--- src/sv/spibd_pkg.sv ---
`timescale 1ns / 1ps

package spibd_pkg;

    localparam logic [31:0] CLK_RESET  = 32'd48000000;

    localparam logic [7:0]  PRE_FIRST  = 8'd2;
    localparam logic [7:0]  PRE_LAST   = 8'd252;
    localparam logic [7:0]  PRE_MAX    = 8'd254;

    localparam logic [8:0]  POST_MAX   = 9'd256;
    localparam logic [8:0]  POST_LAST  = 9'd2;
    localparam logic [8:0]  POST_MIN   = 9'd1;

    localparam logic [4:0]  DIV_STEPS  = 5'd31;

    typedef struct packed {
        logic        valid;
        logic [32:0] a;
        logic [15:0] b;
        logic [8:0]  tag;
    } mul_req_t;

    typedef struct packed {
        logic        valid;
        logic [48:0] prod;
        logic [8:0]  tag;
    } mul_rsp_t;

    typedef struct packed {
        logic        start;
        logic [31:0] dividend;
        logic [15:0] divisor;
    } div_req_t;

    typedef struct packed {
        logic        done;
        logic [31:0] quotient;
    } div_rsp_t;

endpackage

--- src/sv/spibd_mul.sv ---
`timescale 1ns / 1ps

module spibd_mul (
    input  logic                aclk,
    input  logic                aresetn,
    input  spibd_pkg::mul_req_t req,
    output spibd_pkg::mul_rsp_t rsp
);
    import spibd_pkg::*;

    logic        valid_reg;
    logic [48:0] prod_reg;
    logic [8:0]  tag_reg;

    always_ff @(posedge aclk) begin
        if (!aresetn) begin
            valid_reg <= 1'b0;
        end else begin
            valid_reg <= req.valid;
        end
    end

    always_ff @(posedge aclk) begin
        prod_reg <= {16'd0, req.a} * {33'd0, req.b};
        tag_reg  <= req.tag;
    end

    assign rsp.valid = valid_reg;
    assign rsp.prod  = prod_reg;
    assign rsp.tag   = tag_reg;

endmodule

--- src/sv/spibd_div.sv ---
`timescale 1ns / 1ps

module spibd_div (
    input  logic                aclk,
    input  logic                aresetn,
    input  spibd_pkg::div_req_t req,
    output spibd_pkg::div_rsp_t rsp
);
    import spibd_pkg::*;

    logic        busy_reg;
    logic        done_reg;
    logic [4:0]  cnt_reg;
    logic [15:0] rem_reg;
    logic [31:0] quo_reg;
    logic [15:0] dvs_reg;

    logic [16:0] shifted;
    logic        fits;

    assign shifted = {rem_reg, quo_reg[31]};
    assign fits    = shifted >= {1'b0, dvs_reg};

    always_ff @(posedge aclk) begin
        if (!aresetn) begin
            busy_reg <= 1'b0;
            done_reg <= 1'b0;
        end else begin
            done_reg <= 1'b0;
            if (req.start) begin
                busy_reg <= 1'b1;
            end else if (busy_reg && cnt_reg == DIV_STEPS) begin
                busy_reg <= 1'b0;
                done_reg <= 1'b1;
            end
        end
    end

    always_ff @(posedge aclk) begin
        if (req.start) begin
            cnt_reg <= 5'd0;
            rem_reg <= 16'd0;
            quo_reg <= req.dividend;
            dvs_reg <= req.divisor;
        end else if (busy_reg) begin
            cnt_reg <= cnt_reg + 5'd1;
            rem_reg <= fits ? 16'(shifted - {1'b0, dvs_reg}) : shifted[15:0];
            quo_reg <= {quo_reg[30:0], fits};
        end
    end

    assign rsp.done     = done_reg;
    assign rsp.quotient = quo_reg;

endmodule

--- src/sv/spi_baud_divisor_search_core.sv ---
`timescale 1ns / 1ps

// SPI baud divisor search. A transfer on s_ carries a requested rate; the core
// clamps it to half the peripheral clock, searches the even prescale and then
// the post-divide, rounds to the nearer post-divide and returns one transfer on
// m_. One request at a time. The two linear searches step one candidate per
// cycle through the shared 33x16 multiplier; the quotients come from a
// restoring divider, run once or twice. s_tready is high only while the core
// is idle, also while a result still waits on m_. cfg_wen writes the
// peripheral clock (reset 48 MHz); write it only while the core is idle.
module spi_baud_divisor_search_core (
    input  logic        aclk,
    input  logic        aresetn,

    input  logic        cfg_wen,
    input  logic [31:0] cfg_wdata,   // peripheral_clock_hz

    input  logic        s_tvalid,
    output logic        s_tready,
    input  logic [31:0] s_tdata,     // [31:0] requested_baud

    output logic        m_tvalid,
    input  logic        m_tready,
    output logic [47:0] m_tdata      // [7:0] prescale_divisor, [15:8] postdiv_field,
                                     // [47:16] achieved_baud
);
    import spibd_pkg::*;

    typedef enum logic [3:0] {
        S_IDLE,
        S_PRE,
        S_POST,
        S_M1,
        S_M1W,
        S_DIV1,
        S_M2,
        S_M2W,
        S_DIV2,
        S_PICK,
        S_OUT
    } state_t;

    state_t      state_reg, state_next;
    logic [31:0] clk_reg, clk_next;
    logic [31:0] baud_reg, baud_next;
    logic [32:0] bp1_reg, bp1_next;
    logic [8:0]  cnt_reg, cnt_next;
    logic [15:0] d_reg, d_next;
    logic [7:0]  pre_reg, pre_next;
    logic [8:0]  post_reg, post_next;
    logic [31:0] q1_reg, q1_next;
    logic [31:0] q2_reg, q2_next;
    logic [31:0] ach_reg, ach_next;
    logic        m_valid_reg, m_valid_next;
    logic [47:0] m_data_reg, m_data_next;

    mul_req_t mul_req;
    mul_rsp_t mul_rsp;
    div_req_t div_req;
    div_rsp_t div_rsp;

    logic [32:0] half_sum;
    logic [31:0] half;
    logic [31:0] clamp;
    logic        pre_hit;
    logic        post_hit;
    logic [7:0]  pre_sel;
    logic [8:0]  post_m1;
    logic [31:0] e1;
    logic [31:0] e2;

    spibd_mul u_mul (
        .aclk    (aclk),
        .aresetn (aresetn),
        .req     (mul_req),
        .rsp     (mul_rsp)
    );

    spibd_div u_div (
        .aclk    (aclk),
        .aresetn (aresetn),
        .req     (div_req),
        .rsp     (div_rsp)
    );

    assign half_sum = {1'b0, clk_reg} + 33'd1;
    assign half     = half_sum[32:1];
    assign clamp    = (s_tdata > half) ? half : s_tdata;

    assign pre_hit  = (state_reg == S_PRE) && mul_rsp.valid &&
                      ({16'd0, clk_reg} < {mul_rsp.prod[39:0], 8'd0});
    assign post_hit = (state_reg == S_POST) && mul_rsp.valid &&
                      ({17'd0, clk_reg} >= mul_rsp.prod);
    assign pre_sel  = pre_hit ? mul_rsp.tag[7:0] : PRE_MAX;
    assign post_m1  = post_reg - 9'd1;

    assign e1 = (q1_reg >= baud_reg) ? (q1_reg - baud_reg) : (baud_reg - q1_reg);
    assign e2 = (q2_reg >= baud_reg) ? (q2_reg - baud_reg) : (baud_reg - q2_reg);

    always_comb begin
        mul_req.valid = 1'b0;
        mul_req.a     = 33'd0;
        mul_req.b     = 16'd0;
        mul_req.tag   = 9'd0;
        case (state_reg)
            S_PRE: begin
                mul_req.valid = (cnt_reg <= {1'b0, PRE_LAST}) && !pre_hit;
                mul_req.a     = {1'b0, baud_reg};
                mul_req.b     = {7'd0, cnt_reg} + 16'd2;
                mul_req.tag   = cnt_reg;
            end
            S_POST: begin
                mul_req.valid = (cnt_reg >= POST_LAST) && !post_hit;
                mul_req.a     = bp1_reg;
                mul_req.b     = d_reg;
                mul_req.tag   = cnt_reg;
            end
            S_M1: begin
                mul_req.valid = 1'b1;
                mul_req.a     = {25'd0, pre_reg};
                mul_req.b     = {7'd0, post_reg};
            end
            S_M2: begin
                mul_req.valid = 1'b1;
                mul_req.a     = {25'd0, pre_reg};
                mul_req.b     = {7'd0, post_m1};
            end
            default: begin
            end
        endcase
    end

    assign div_req.start    = (state_reg == S_M1W) || (state_reg == S_M2W);
    assign div_req.dividend = clk_reg;
    assign div_req.divisor  = mul_rsp.prod[15:0];

    always_comb begin
        state_next   = state_reg;
        clk_next     = cfg_wen ? cfg_wdata : clk_reg;
        baud_next    = baud_reg;
        bp1_next     = bp1_reg;
        cnt_next     = cnt_reg;
        d_next       = d_reg;
        pre_next     = pre_reg;
        post_next    = post_reg;
        q1_next      = q1_reg;
        q2_next      = q2_reg;
        ach_next     = ach_reg;
        m_valid_next = m_valid_reg && !m_tready;
        m_data_next  = m_data_reg;
        case (state_reg)
            S_IDLE: begin
                if (s_tvalid) begin
                    baud_next  = clamp;
                    bp1_next   = {1'b0, clamp} + 33'd1;
                    cnt_next   = {1'b0, PRE_FIRST};
                    state_next = S_PRE;
                end
            end
            S_PRE: begin
                if (pre_hit || (mul_rsp.valid && mul_rsp.tag == {1'b0, PRE_LAST})) begin
                    pre_next   = pre_sel;
                    cnt_next   = POST_MAX;
                    d_next     = {pre_sel, 8'd0} - {8'd0, pre_sel};
                    state_next = S_POST;
                end else if (mul_req.valid) begin
                    cnt_next = cnt_reg + 9'd2;
                end
            end
            S_POST: begin
                if (post_hit) begin
                    post_next  = mul_rsp.tag;
                    state_next = S_M1;
                end else if (mul_rsp.valid && mul_rsp.tag == POST_LAST) begin
                    post_next  = POST_MIN;
                    state_next = S_M1;
                end else if (mul_req.valid) begin
                    cnt_next = cnt_reg - 9'd1;
                    d_next   = d_reg - {8'd0, pre_reg};
                end
            end
            S_M1: begin
                state_next = S_M1W;
            end
            S_M1W: begin
                state_next = S_DIV1;
            end
            S_DIV1: begin
                if (div_rsp.done) begin
                    q1_next = div_rsp.quotient;
                    if (post_reg > POST_MIN) begin
                        state_next = S_M2;
                    end else begin
                        ach_next   = div_rsp.quotient;
                        state_next = S_OUT;
                    end
                end
            end
            S_M2: begin
                state_next = S_M2W;
            end
            S_M2W: begin
                state_next = S_DIV2;
            end
            S_DIV2: begin
                if (div_rsp.done) begin
                    q2_next    = div_rsp.quotient;
                    state_next = S_PICK;
                end
            end
            S_PICK: begin
                if (e2 < e1) begin
                    post_next = post_m1;
                    ach_next  = q2_reg;
                end else begin
                    ach_next  = q1_reg;
                end
                state_next = S_OUT;
            end
            S_OUT: begin
                if (!m_valid_reg || m_tready) begin
                    m_data_next  = {ach_reg, post_m1[7:0], pre_reg};
                    m_valid_next = 1'b1;
                    state_next   = S_IDLE;
                end
            end
            default: begin
                state_next = S_IDLE;
            end
        endcase
    end

    always_ff @(posedge aclk) begin
        if (!aresetn) begin
            state_reg   <= S_IDLE;
            clk_reg     <= CLK_RESET;
            m_valid_reg <= 1'b0;
        end else begin
            state_reg   <= state_next;
            clk_reg     <= clk_next;
            m_valid_reg <= m_valid_next;
        end
    end

    always_ff @(posedge aclk) begin
        baud_reg   <= baud_next;
        bp1_reg    <= bp1_next;
        cnt_reg    <= cnt_next;
        d_reg      <= d_next;
        pre_reg    <= pre_next;
        post_reg   <= post_next;
        q1_reg     <= q1_next;
        q2_reg     <= q2_next;
        ach_reg    <= ach_next;
        m_data_reg <= m_data_next;
    end

    assign s_tready = (state_reg == S_IDLE);
    assign m_tvalid = m_valid_reg;
    assign m_tdata  = m_data_reg;

    a_pre_tag: assert property (@(posedge aclk) disable iff (!aresetn)
        (state_reg == S_PRE && mul_rsp.valid) |->
            (!mul_rsp.tag[0] && mul_rsp.tag <= {1'b0, PRE_LAST}))
        else $error("prescale candidate out of range");

    a_pre_even: assert property (@(posedge aclk) disable iff (!aresetn)
        (state_reg == S_POST) |-> (!pre_reg[0] && pre_reg >= PRE_FIRST))
        else $error("prescale not even");

    a_div_done: assert property (@(posedge aclk) disable iff (!aresetn)
        div_rsp.done |-> (state_reg == S_DIV1 || state_reg == S_DIV2))
        else $error("divider done outside a divide step");

    a_out_load: assert property (@(posedge aclk) disable iff (!aresetn)
        (state_reg == S_OUT && (!m_valid_reg || m_tready)) |=>
            (m_valid_reg && state_reg == S_IDLE))
        else $error("result not loaded");

endmodule

--- config.mk ---
export PLATFORM = sky130hd
export DESIGN_NAME = spi_baud_divisor_search_core
export DESIGN_NICKNAME = d
export VERILOG_FILES = /design/src/sv/spibd_pkg.sv /design/src/sv/spibd_mul.sv /design/src/sv/spibd_div.sv /design/src/sv/spi_baud_divisor_search_core.sv
export SDC_FILE = /design/constraint.sdc
export NUM_CORES = 2
export LEC_CHECK = 0
export ABC_CLOCK_PERIOD_IN_PS = 9900
export CORE_UTILIZATION = 45
export DETAILED_ROUTE_END_ITERATION = 8
export DONT_BUFFER_PORTS = 1
export GPL_TIMING_DRIVEN = 1
export MAX_ROUTING_LAYER = met4
export PLACE_DENSITY = 0.6
export SYNTH_ARGS = -nofsm -noshare
export SYNTH_HDL_FRONTEND = slang
export SYNTH_SLANG_ARGS = --single-unit
--- constraint.sdc ---
create_clock -name aclk -period 9.9 [get_ports aclk]
set_input_delay 0.495 -clock aclk [delete_from_list [all_inputs] [get_ports aclk]]
set_output_delay 0.495 -clock aclk [all_outputs]
set_load 0.03 [all_outputs]
======== Word-level counts from Yosys, hierarchy flattened ========
Cells that the tools add are included.
storage, ports and cells
  bits of input ports ..................... 69
  register bits after elaboration ......... 418
  output and inout bits ................... 50
operators by class
  bitwise gates (word level) .............. 1
  equal/unequal tests ..................... 25
  add/subtract/negate cells ............... 14
  multiply operators ...................... 1
  muxes and demuxes ....................... 42
  reduce and logical (&&, ||, !) cells .... 36
  magnitude comparators ................... 10
operators with widths
  cell                     number
  $mux W32                 8
  $pmux W50 S4             1
  $sub A32 B32 Y32         4
  $mux W9                  9
  $mux W16                 5
  $add A32 B1 Y33 const B  2
  $ge A32 B32 Y1           2
  $pmux W32 S2             1
  $ge A32 B49 Y1           1
  $mul A33 B16 Y49         1
  $lt A32 B48 Y1           1
  $pmux W4 S11             1
  $gt A32 B32 Y1           1
  $lt A32 B32 Y1           1
  $mux W4                  8
  $pmux W16 S2             1
  $sub A16 B8 Y16          2
  $pmux W9 S3              1
  $pmux W9 S2              1
  $sub A9 B1 Y9 const B    2
  $ge A17 B16 Y1           1
  $eq A4 B3 Y1 const B     4
  $sub A16 B16 Y16         1
  $eq A4 B4 Y1 const B     3
  29 further kinds         67

======== Logic depth before layout (Yosys ltp) ========
  word-level depth ........................ 10
  depth in mapped cells ................... 31

======== By module ========
From an unflattened synthesis, not the netlist that was laid out.
unflattened totals
  cells, all modules ...................... 5,111
  area, all modules ....................... 46,251.9 µm²
modules (own cells, without submodules)
  module                        times used  cells each  sequential area each (µm²)  area each (µm²)
  spi_baud_divisor_search_core  1           2,775       8,277.9                     24,597.3
  spibd_mul                     1           1,985       1,181.1                     17,850.9
  spibd_div                     1           351         1,901.8                     3,803.6

======== Worst setup path before layout ========
Ideal clock, no wire load.
  kind .................................... reg-to-reg
  start point ............................. register state_reg[1]
  end point ............................... register u_mul.prod_reg[45]
  period minus slack after synthesis ...... 7,905 ps
  path slack .............................. 1,995 ps
  library setup time ...................... 124 ps
  stages on the path, launching flop included .. 31
  arrival ................................. 7,781 ps
  path buffers ............................ 4
  path through ............................ dfxtp_1 clkbuf_1 nand2b_1 nor3_1 clkbuf_1 clkbuf_1 buf_1 nand2_1 o21ai_1 nand2_1 fa_1 inv_1 fa_1 inv_1 fa_1 inv_1 fa_1 fa_1 inv_1 fa_1 inv_1 ha_1 a21o_1 a21o_1 a21o_1 a2111oi_0 o21a_1 o31ai_1 a31oi_1 mux2i_1 nand3_1
on the way
  word-level cells in the longest chain between the ends .. 3
RTL lines
  what                                  RTL line                             RTL
  start: declaration                    spi_baud_divisor_search_core.sv:43   state_t state_reg, state_next;
  start signal: assignment              spi_baud_divisor_search_core.sv:239  state_reg <= state_next;
  $eq A4 B3 Y1 (tied with other cells)  spi_baud_divisor_search_core.sv:105  case (state_reg)
  $pmux W50 S4 (*)                      spi_baud_divisor_search_core.sv:105
  $mul A33 B16 Y49 (*)                  spibd_mul.sv:24                      prod_reg <= {16'd0, req.a} * {33'd0, req.b};
  end signal: assignment                spibd_mul.sv:24
  end: declaration                      spibd_mul.sv:12                      logic [48:0] prod_reg;
Every way passes the cells marked *; elsewhere a longest branch is shown, timed or not.
A chain may end at the register's enable or synchronous reset.

======== Worst setup path after layout ========
  start point ............................. register state_reg[2]
  end point ............................... register u_mul.prod_reg[45]
Same word-level chain as after synthesis.

==> impl_metrics.csv <==
group,metric,value,unit
status,run_status,"complete, no violations",
power_and_ir_drop,p_leak,21.82,nW
logic_synthesis,yosys.area.top_type,"edfxtp_1",
finish,sequential_cell_area,0.01136,mm²
job,max_cap_viol_count,0,
cts,cts_tree,"done",
worst_setup_path,crit-reg2reg-launch,"state_reg[2]",
cts,clkTransAtPathRegs,0.06,ns
power_and_ir_drop,share_clk_of_total_power,15.2,%
floorplanning,num_io_pins,119,
power_and_ir_drop,peak_ir_drop_on_the_vdd_network,0.1876,mV
detailed_routing,drc,0,
logic_synthesis,syn_area_per_cell,8.871,µm²
sta,worst_relative_slew_slack,18.62,%
finish,multi_input_comb_area,0.03033,mm²
place,placement.io_buffers,0,
sta,skew,0.05400,ns
place,dp_hpwl,128.6,mm
global_route,grt_start_max_net_pins,68,
sta,crit_path_setup_slack_layout,1.168,ns
worst_setup_path,critical_path.reg2reg.endpoint,"u_mul.prod_reg[45]",
cts,cts_made_buffers,49,
worst_setup_path,critPathRequiredTime,10.44,ns
finish,finalCoreUtilization,49.54,%
logic_synthesis,synth.top_cells.by_area,"edfxtp_1 (20%), fa_1 (19%), ha_1 (11%), inv_1 (6.3%), dfxtp_1 (5.3%)",
global_route,antenna_found_initial,5,
worst_setup_path,crit_path_max_fanout,19,
cts,cts_setup_buffers,0,
place,place.gp.congestion,1.000,
logic_synthesis,synthMostInstantiatedCell,"inv_1",
worst_setup_path,critPathCapture,"u_mul.prod_reg[45]",
finish,fin_cells,6412,
sta,finalWorstPathRequiredPeriod,8.732,ns
floorplanning,design.core.area,0.09899,mm²
cts,worst_skew_pair.late_latency,0.67,ns
detailed_routing,via_count,37340,
logic_synthesis,synthesis.instances,5104,
cts,clockRootBuffer,"clkbuf_16",
worst_setup_path,timing.reg2reg.setup_slack,1.17,ns
logic_synthesis,count_of_state_elements_after_synthesis,418,
finish,flow.area_growth_from_synthesis,8.326,%
global_route,global_route.usage.total,32.48,%
finish,drive_gt1_share,4.727,%
worst_setup_path,rr_worst_depth,23,
logic_synthesis,most_frequent_cells_after_synthesis,"inv_1 (761), nand2_1 (623), nor2_1 (450)",
place,worst_setup_slack_before_clock_tree_synthesis,1.283,ns
logic_synthesis,yosys_warnings,0,
logic_synthesis,seq_area_frac_synth,25.09,%
logic_synthesis,synth_nets,6013,
sta,final.period_utilization,88.20,%
global_route,grt.overflow.total,0,
logic_synthesis,synth_area,0.04528,mm²
cts,cts.hold.buffers_added,37,
worst_setup_path,arrival,9.27,ns
sta,timing_hold_violations_final,0,
sta,tightestPinTransition,1.213,ns
global_route,first_global_vias,37600,
worst_setup_path,critical_path_class,"reg -> reg",
floorplanning,start_util,45.74,%
cts,cts_htree_levels,2,
power_and_ir_drop,netsw,7.029,mW
floorplanning,dieArea,0.1019,mm²
worst_setup_path,crit_start,"state_reg[2]",
finish,nNetsFinal,5990,
logic_synthesis,synthFlopType,"edfxtp_1",
power_and_ir_drop,p_int,6.613,mW
sta,finalSetupViolCount,0,
detailed_routing,average_detailed_routed_wire_length_per_instance,24.85,µm
logic_synthesis,synth_top_cell_area_share,19.83,%
floorplanning,dieWidth,319.2,µm
detailed_routing,first_iter_violations,3597,
global_route,grt_pass1_wl,240.6,mm
cts,clockBufferDepth,3,
worst_setup_path,setup.worst_path.end_class,"flip-flop",
sta,setup_repair_after_global_routing_missed_its_margin,"false",
detailed_routing,wl,159.3,mm
logic_synthesis,ys_types,96,
hold_path,timing.hold.worst.class,"in -> reg",
finish,num-fill-cells,9485,
power_and_ir_drop,p_comb_share,64.4,%
sta,max_freq,114.5,MHz
sta,slew_violations,0,
logic_synthesis,synth_edf_count,299,
power_and_ir_drop,power.sequential.fraction,20.4,%
floorplanning,fp-row-count,115,
floorplanning,die_h,319.2,µm
cts,cts.repair.resized,0,
logic_synthesis,async_reset_ff_share,0,%
detailed_routing,via_cell_ratio,5.823,
finish,largest_register_ffs,49,
worst_setup_path,worstSetupStartpointType,"flip-flop",
power_and_ir_drop,power_switching_share,51.52,%
cts,tritoncts_num_sinks,418,
sta,setup-tns-final,0,ns
detailed_routing,drt_pass1_iterations,6,
power_and_ir_drop,power.density,278.1,mW/mm²
detailed_routing,detail-route-antenna-nets,0,
place,dp_cells,6280,
## power groups by stage
| stage | clock network (mW) | registers [mW] | logic, mW |
|---|---|---|---|
| finish | 2.07 | 2.79 | 8.78 |
| global route | 2.16 | 2.82 | 9.72 |
| CTS | 2.11 | 2.77 | 8.74 |
| detailed placement | 0 | 2.81 | 8.63 |
| global placement | 0 | 2.81 | 8.60 |
| floorplan | 0 | 2.56 | 5.98 |
## worst min path at each step
| stage | from | to | cells after the start |
|---|---|---|---|
| finish | cfg_wen | clk_reg[17] | 2 |
| global placement | ach_reg[21] | m_tdata[37] | 0 |
| detailed placement | ach_reg[1] | m_tdata[17] | 0 |
| global route | cfg_wen | clk_reg[7] | 2 |
| CTS | cfg_wdata[8] | clk_reg[8] | 2 |
| floorplan | ach_reg[0] | m_tdata[16] | 0 |
## per-stage QoR
step / power [mW] / hold WS [ns] / instance area (µm²)
final: 13.64 / 0.03835 / 49050
after global routing: 14.70 / 0.02818 / 49050
after detailed placement: 11.44 / 0.4045 / 46860
after floorplan: 8.543 / 0.4003 / 45280
after global placement: 11.41 / 0.4028 / 46860
after CTS: 13.62 / 0.00007605 / 49030
## placed cells by master, fill, tap and decap left out, drive strengths merged, types with 37 or more instances in the layout
cell and count:
a21o 142, a21oi 277, a22oi 39, and3 44
buf 91, clkbuf 57, dfxtp 119, dlygate4sd3 37
edfxtp 299, fa 438, ha 402, inv 768
mux2i 102, nand2 624, nand3 81, nand4 61
nor2 457, nor3 73, o211ai 43, o21ai 250
o21bai 39, xnor2 119, xor2 86
## routing by layer
| metal | routed length [µm] | track usage, % | vias up |
|---|---|---|---|
| li1 | - | - | 17100 |
| met1 | 66440 | 40.88 | 18490 |
| met2 | 74060 | 51.60 | 1411 |
| met3 | 11710 | 6.115 | 335 |
| met4 | 7106 | 12.60 | 0 |
| met5 | 0 | - | - |
## final cells by class
type                    instances  area share [%]
clock buffers                  57           2.625
well taps                    1287           3.283
clock inverters                33           1.041
multi-input cells            3720           61.84
repair buffers                128           2.174
inverters                     764           5.847
diodes                          5         0.02551
flip-flops and latches        418           23.16
## worst max-delay path, cell delays in order (launching register included)
cell     delay [ns]
dfxtp_1        0.71
nand3_1        0.48
o21ai_1        0.75
nand2_1        0.19
nand2_1        0.44
nand2_1        0.15
fa_1           0.59
inv_1          0.06
fa_1           0.52
fa_1           0.45
fa_1           0.53
fa_1           0.55
inv_1          0.06
fa_1           0.53
inv_1          0.04
ha_1           0.35
nand3_1        0.14
or3_1          0.39
o21a_1         0.30
o21a_1         0.28
o31ai_1        0.57
a31oi_1        0.25
mux2i_1        0.20
nand3_1        0.08
## kinds of logic (layout without fill, tap and decap cells)
| family | count (synthesis) | in the layout | share of synthesized area [%] |
|---|---|---|---|
| adder cells (fa/ha/maj) | 840 | 840 | 30.48 |
| XOR/XNOR | 205 | 205 | 3.966 |
| AND/OR/NAND/NOR | 1537 | 1537 | 15.33 |
| multiplexers | 109 | 109 | 2.429 |
| other | 0 | 5 | 0 |
| flip-flops | 418 | 418 | 25.09 |
| AO/OA/AOI/OAI | 1029 | 1029 | 14.57 |
| buffers and inverters | 966 | 982 | 8.136 |
Note: power is estimated with default switching activity, not from simulation.
